$ cat config.mk
export PLATFORM = sky130hd
export DESIGN_NAME = branch_call_return_resolver_unit
export DESIGN_NICKNAME = d
export VERILOG_FILES = /design/src/bcrr_pkg.sv /design/src/bcrr_resolve.sv /design/src/branch_call_return_resolver_unit.sv
export SDC_FILE = /design/constraint.sdc
export NUM_CORES = 1
export LEC_CHECK = 0
export ABC_AREA = 1
export CORE_ASPECT_RATIO = 0.9
export CORE_MARGIN = 4
export CORE_UTILIZATION = 42
export CTS_BUF_LIST = sky130_fd_sc_hd__clkbuf_16
export CTS_CLUSTER_SIZE = 14
export DETAILED_ROUTE_END_ITERATION = 10
export DONT_BUFFER_PORTS = 1
export SETUP_SLACK_MARGIN = 0.5
export SYNTH_ARGS = -nofsm -noshare
export SYNTH_HDL_FRONTEND = slang
export SYNTH_SLANG_ARGS = --single-unit
$ cat constraint.sdc
create_clock -name clk -period 9.15 [get_ports clk]
set_input_delay 0 -clock clk [delete_from_list [all_inputs] [get_ports clk]]
set_output_delay 0 -clock clk [all_outputs]
set_load 0.01 [all_outputs]
$ cat src/bcrr_pkg.sv
// Shared types, opcodes and helpers for the branch/call/return resolver.
// Used by bcrr_resolve and the top level; depends on nothing.
`default_nettype none

package bcrr_pkg;

  // Restart vectors sit on an eight-byte stride
  localparam int unsigned RstShift = 3;

  typedef enum logic [3:0] {
    ACT_JP     = 4'd0,
    ACT_JP_CC  = 4'd1,
    ACT_JR     = 4'd2,
    ACT_JR_CC  = 4'd3,
    ACT_DJNZ   = 4'd4,
    ACT_JP_HL  = 4'd5,
    ACT_CALL   = 4'd6,
    ACT_CALL_CC = 4'd7,
    ACT_RET    = 4'd8,
    ACT_RET_CC = 4'd9,
    ACT_RETI   = 4'd10,
    ACT_RETN   = 4'd11,
    ACT_RST    = 4'd12
  } action_t;

  // Flag bit positions in the F register
  localparam int unsigned FlagS  = 7;
  localparam int unsigned FlagZ  = 6;
  localparam int unsigned FlagPv = 2;
  localparam int unsigned FlagC  = 0;

  typedef struct packed {
    logic [3:0]  action;
    logic [2:0]  y_field;
    logic [7:0]  flags;
    logic [15:0] pc_in;
    logic [15:0] sp_in;
    logic [15:0] hl_in;
    logic [7:0]  b_in;
    logic [15:0] imm_word;
    logic [7:0]  disp_byte;
    logic [15:0] pop_word;
    logic        iff2_in;
  } request_t;

  typedef struct packed {
    logic [15:0] next_pc;
    logic [15:0] next_sp;
    logic [7:0]  next_b;
    logic        taken;
    logic        push_enable;
    logic [15:0] push_address;
    logic [15:0] push_word;
    logic        pop_used;
    logic        iff1_load;
    logic        iff1_value;
  } result_t;

  // Evaluate condition code: NZ Z NC C PO PE P M
  function automatic logic cond_holds(input logic [2:0] idx, input logic [7:0] flags);
    logic bit_sel;
    unique case (idx[2:1])
      2'd0: bit_sel = flags[FlagZ];
      2'd1: bit_sel = flags[FlagC];
      2'd2: bit_sel = flags[FlagPv];
      default: bit_sel = flags[FlagS];
    endcase
    return bit_sel == idx[0];
  endfunction

endpackage

`default_nettype wire

$ cat src/bcrr_resolve.sv
// Combinational resolution of one control-flow request.
// Depends on bcrr_pkg for the opcode enum, structs and condition decode.
`default_nettype none

module bcrr_resolve (
  input  bcrr_pkg::request_t req,
  output bcrr_pkg::result_t  res
);
  import bcrr_pkg::*;

  logic [15:0] rel_target;
  logic [15:0] sp_dec;
  logic [15:0] sp_inc;
  logic [7:0]  b_dec;
  logic        cond_main;
  logic        cond_jr;
  logic [2:0]  jr_idx;
  logic [15:0] npc;
  logic        take;
  logic        push;
  logic        pop;
  logic        iload;
  action_t     act;

  // Arithmetic shared among the operations
  assign rel_target = req.pc_in + {{8{req.disp_byte[7]}}, req.disp_byte};
  assign sp_dec     = req.sp_in - 16'd2;
  assign sp_inc     = req.sp_in + 16'd2;
  assign b_dec      = req.b_in - 8'd1;
  assign jr_idx     = req.y_field - 3'd4;
  assign cond_main  = cond_holds(req.y_field, req.flags);
  assign cond_jr    = cond_holds(jr_idx, req.flags);
  assign act        = action_t'(req.action);

  // Decode the operation
  always_comb begin
    npc   = req.pc_in;
    take  = 1'b0;
    push  = 1'b0;
    pop   = 1'b0;
    iload = 1'b0;
    unique case (act)
      ACT_JP: begin
        take = 1'b1;
        npc  = req.imm_word;
      end
      ACT_JP_CC: begin
        take = cond_main;
        if (cond_main) npc = req.imm_word;
      end
      ACT_JR: begin
        take = 1'b1;
        npc  = rel_target;
      end
      ACT_JR_CC: begin
        take = cond_jr;
        if (cond_jr) npc = rel_target;
      end
      ACT_DJNZ: begin
        take = (b_dec != 8'd0);
        if (b_dec != 8'd0) npc = rel_target;
      end
      ACT_JP_HL: begin
        take = 1'b1;
        npc  = req.hl_in;
      end
      ACT_CALL: begin
        take = 1'b1;
        push = 1'b1;
        npc  = req.imm_word;
      end
      ACT_CALL_CC: begin
        take = cond_main;
        push = cond_main;
        if (cond_main) npc = req.imm_word;
      end
      ACT_RET, ACT_RETI: begin
        take = 1'b1;
        pop  = 1'b1;
      end
      ACT_RET_CC: begin
        take = cond_main;
        pop  = cond_main;
      end
      ACT_RETN: begin
        take  = 1'b1;
        pop   = 1'b1;
        iload = 1'b1;
      end
      ACT_RST: begin
        take = 1'b1;
        push = 1'b1;
        npc  = 16'(req.y_field) << RstShift;
      end
      default: begin
      end
    endcase
  end

  // Assemble the result; a pop overrides the PC with the stack word
  always_comb begin
    res.next_pc      = pop ? req.pop_word : npc;
    res.next_sp      = pop ? sp_inc : (push ? sp_dec : req.sp_in);
    res.next_b       = (act == ACT_DJNZ) ? b_dec : req.b_in;
    res.taken        = take;
    res.push_enable  = push;
    res.push_address = push ? sp_dec : 16'd0;
    res.push_word    = push ? req.pc_in : 16'd0;
    res.pop_used     = pop;
    res.iff1_load    = iload;
    res.iff1_value   = iload & req.iff2_in;
  end

endmodule

`default_nettype wire

$ cat src/branch_call_return_resolver_unit.sv
// Branch/call/return resolver: input register, decode logic, result register.
// A request is captured in the input register, resolved, and its result captured in the result register.
// Throughput: one request per cycle; stalls ripple back through both stages.
// Reset clears both stage valid bits; payload registers are not reset.
// Depends on bcrr_pkg and bcrr_resolve.
`default_nettype none

module branch_call_return_resolver_unit (
  input  wire logic        clk,
  input  wire logic        rst,
  input  wire logic        in_valid,
  output logic             in_stall,
  input  wire logic [3:0]  action,
  input  wire logic [2:0]  y_field,
  input  wire logic [7:0]  flags,
  input  wire logic [15:0] pc_in,
  input  wire logic [15:0] sp_in,
  input  wire logic [15:0] hl_in,
  input  wire logic [7:0]  b_in,
  input  wire logic [15:0] imm_word,
  input  wire logic [7:0]  disp_byte,
  input  wire logic [15:0] pop_word,
  input  wire logic        iff2_in,
  output logic             out_valid,
  input  wire logic        out_stall,
  output logic [15:0]      next_pc,
  output logic [15:0]      next_sp,
  output logic [7:0]       next_b,
  output logic             taken,
  output logic             push_enable,
  output logic [15:0]      push_address,
  output logic [15:0]      push_word,
  output logic             pop_used,
  output logic             iff1_load,
  output logic             iff1_value
);
  import bcrr_pkg::*;

  request_t req_reg;
  logic     req_valid;
  result_t  res_comb;
  result_t  res_reg;
  logic     res_load;
  logic     req_load;

  // Advance each stage when its downstream slot is free
  assign res_load = !out_valid || !out_stall;
  assign req_load = !req_valid || res_load;
  assign in_stall = !req_load;

  // Input stage: capture request
  always_ff @(posedge clk) begin
    if (rst) begin
      req_valid <= 1'b0;
    end else if (req_load) begin
      req_valid <= in_valid;
    end
    if (req_load && in_valid) begin
      req_reg <= '{action: action, y_field: y_field, flags: flags, pc_in: pc_in,
                   sp_in: sp_in, hl_in: hl_in, b_in: b_in, imm_word: imm_word,
                   disp_byte: disp_byte, pop_word: pop_word, iff2_in: iff2_in};
    end
  end

  bcrr_resolve u_resolve (
    .req (req_reg),
    .res (res_comb)
  );

  // Result stage: hold until taken downstream
  always_ff @(posedge clk) begin
    if (rst) begin
      out_valid <= 1'b0;
    end else if (res_load) begin
      out_valid <= req_valid;
    end
    if (res_load && req_valid) begin
      res_reg <= res_comb;
    end
  end

  assign next_pc      = res_reg.next_pc;
  assign next_sp      = res_reg.next_sp;
  assign next_b       = res_reg.next_b;
  assign taken        = res_reg.taken;
  assign push_enable  = res_reg.push_enable;
  assign push_address = res_reg.push_address;
  assign push_word    = res_reg.push_word;
  assign pop_used     = res_reg.pop_used;
  assign iff1_load    = res_reg.iff1_load;
  assign iff1_value   = res_reg.iff1_value;

endmodule

`default_nettype wire

==> results.sh <==
export IMPL_status="complete, no violations"
export IMPL_htreeDepth=4
export IMPL_setup_viol=0
export IMPL_cts_sinks=187
export IMPL_numPortBuffers=0
export IMPL_grt_pass1_wl_um=33300
export IMPL_fp_row_count=50
export IMPL_max_slew_margin_rel_pct=30.0
export IMPL_cap_violations=0
export IMPL_first_pass_iters=5
export IMPL_hold_class="input pin to primary output"
export IMPL_crit_required_ns=9.33
export IMPL_synth_top_area_cell="edfxtp_1"
export IMPL_reg2reg_to="next_pc[12]$_DFFE_PP_"
export IMPL_clkLatencyLatePin_ns=0.43
export IMPL_placed_area_um2=9200
export IMPL_root_buffer="clkbuf_16"
export IMPL_detail_route_antenna_nets=0
export IMPL_endpoint_kind="register"
export IMPL_cts_hold_buf=112
export IMPL_grt_max_degree=78
export IMPL_holdPathEnd="in_stall"
export IMPL_yosys_top_cells_area="edfxtp_1, nand2_1, inv_1"
export IMPL_critPathSlowestCell="edfxtp_1"
export IMPL_ys_flop_type="edfxtp_1"
export IMPL_cts_tree="yes"
export IMPL_drive_above_1_share_pct=8.81
export IMPL_fin_area_um2=10900
export IMPL_syn_area_per_cell_um2=10.9
export IMPL_hold_path_cell_count=2
export IMPL_vdd_drop_max_v=0.000108
export IMPL_yosysMostFrequentCell="edfxtp_1"
export IMPL_tns_ns=0
export IMPL_synth_top_area_share_pct=62.2
export IMPL_crit_family="buffers and inverters"
export IMPL_floorplan_die_area_um2=23700
export IMPL_hold_start="out_stall"
export IMPL_max_stage_delay_ns=0.47
export IMPL_antenna_found_initial=1
export IMPL_wl_per_cell_um=17.0
export IMPL_area_growth_pct=22.5
export IMPL_path_clk_slew_ns=0.07
export IMPL_cp_max_fo=30
export IMPL_syn_nets=957
export IMPL_ctsResizeCount=0
export IMPL_largest_reg_flops=108
export IMPL_synthTopCellsByCount="edfxtp_1, nand2_1, inv_1"
export IMPL_io_pins=195
export IMPL_rsz0062_at_grt="false"
export IMPL_layout_setup_ws_ns=6.39
export IMPL_power_density_nw_per_um2=188
export IMPL_synthCells=821
export IMPL_cp_num_buf_inv=3
export IMPL_routed_wl_um=21100
export IMPL_slew_viol_final=0
export IMPL_cts_buffers=17
export IMPL_place_hpwl_um=14400
export IMPL_rr_startpoint="req_reg[106]$_DFFE_PP_"
export IMPL_fmax_ghz=0.362
export IMPL_crit_chain="inv_1 > nand3_1 > nand2_1 > o21ai_1 > nand2_2 > o21ai_4 > buf_4 > inv_2 > a21oi_1 > nand2_1 > nor2_1 > nor2_1"
export IMPL_p_leak_nw=4.52
export IMPL_ys_seq_elements=187
export IMPL_yosysSeqAreaShare_pct=62.7
export IMPL_drc_errors=0
export IMPL_worstSetupStartpointType="register"
export IMPL_vias=6045
export IMPL_reg2reg_slack_ns=6.39
export IMPL_crit_arrival_ns=2.94
export IMPL_final_nets=1077
export IMPL_routed_via_density=4.87
export IMPL_cts_buffer_depth=2
export IMPL_synth_distinct_cells=42
export IMPL_fin_crit_sh_pct=30.2
export IMPL_fp_dieH_um=146
export IMPL_initial_core_util_pct=42.9
export IMPL_ys_async_sr_fraction_pct=0
export IMPL_r2r_cells=12
export IMPL_yosysWarnings=0
export IMPL_drtIter0Drc=322
export IMPL_finalClockSkew_ns=0.00746
export IMPL_tightestPinTransition_ns=1.05
export IMPL_cts_setup_buffers=0
export IMPL_synth_edf_count=185
export IMPL_finalHoldViolCount=0
export IMPL_setup_worst_path_class="register to register"
export IMPL_synth_area_um2=8930
export IMPL_fp_coreArea_um2=20800
export IMPL_grt_ovfl_total=0
export IMPL_dpl_worst_slack_ns=6.42
export IMPL_place_congestion=0.860
export IMPL_grt_pass1_vias=6076
export IMPL_die_w_um=162
export IMPL_grt_total_usage_pct=18.3
export IMPL_period_minus_slack_ns=2.76
## cells in the final DEF, fill, tap and decap left out, types with 12 or more instances in the layout
cell / n
a21oi_1: 43
clkbuf_16: 17
dlygate4sd3_1: 112
edfxtp_1: 185
ha_1: 19
inv_1: 115
nand2_1: 164
nand3_1: 49
nand4_1: 12
nor2_1: 80
o21ai_0: 23
xor2_1: 16
## logic make-up after synthesis
family                   count (synthesis)  share of synthesized area (%)
AND/OR/NAND/NOR                        355                           18.4
XOR/XNOR                                21                           2.06
adder cells (fa/ha/maj)                 20                           2.89
buffers and inverters                  135                           6.61
flip-flops                             187                           62.7
AO/OA/AOI/OAI                          103                           7.41
## final cells by class
class | instances | area (µm²)
Fill cell | 1844 | 9890
Sequential cell | 187 | 5600
Multi-Input combinational cell | 499 | 2760
Timing Repair Buffer | 116 | 1150
Inverter | 120 | 458
Clock buffer | 17 | 425
Tap cell | 286 | 358
Clock inverter | 15 | 195
Antenna cell | 1 | 2.50
## metrics by stage
| stage | cells | power [mW] | hold slack (ns) | utilization, % |
|---|---|---|---|---|
| after floorplan | 821 | 1.21 | 0.0691 | - |
| after global placement | 1096 | 1.25 | 0.0697 | 44.2 |
| after detailed placement | 1096 | 1.26 | 0.0733 | 44.2 |
| after CTS | 1240 | 2.08 | 0.145 | 52.5 |
| after global routing | 1241 | 2.15 | 0.166 | 52.5 |
| final | 1241 | 2.06 | 0.145 | 52.5 |
## worst reg2reg max path, delay by kind of cell (launching register included)
kind	cells	cell delay, ns
AND/OR/NAND/NOR	6	0.65
AO/OA/AOI/OAI	3	0.55
buffers and inverters	3	0.84
flip-flops	1	0.47
## per-layer routing
metal  part of all wire [%]  wire, µm  GRT usage (%)
met5                      0         0              0
met2                     49     10300           30.5
met4                    1.3       274           4.57
met3                    5.5      1160           5.36
met1                     45      9440           23.6
## how the worst max path moves through the flow
| stage | start | to | depth (start not counted) |
|---|---|---|---|
| final | req_reg[106]$_DFFE_PP_ | next_pc[12]$_DFFE_PP_ | 12 |
| after global routing | req_reg[106]$_DFFE_PP_ | next_pc[12]$_DFFE_PP_ | 13 |
| after CTS | req_reg[106]$_DFFE_PP_ | next_pc[10]$_DFFE_PP_ | 12 |
| after detailed placement | req_reg[106]$_DFFE_PP_ | next_pc[10]$_DFFE_PP_ | 12 |
| after global placement | req_reg[106]$_DFFE_PP_ | next_pc[10]$_DFFE_PP_ | 13 |
| after floorplan | req_valid$_SDFFE_PP0N_ | iff1_load$_DFFE_PP_ | 2 |
## power by group
group | internal, mW | switching [mW] | leakage [nW]
combinational | 0.0931 | 0.141 | 2.40
sequential | 1.00 | 0.0376 | 1.82
clock | 0.421 | 0.360 | 0.303
total | 1.52 | 0.539 | 4.52
Note: power is estimated with default switching activity, not from simulation.
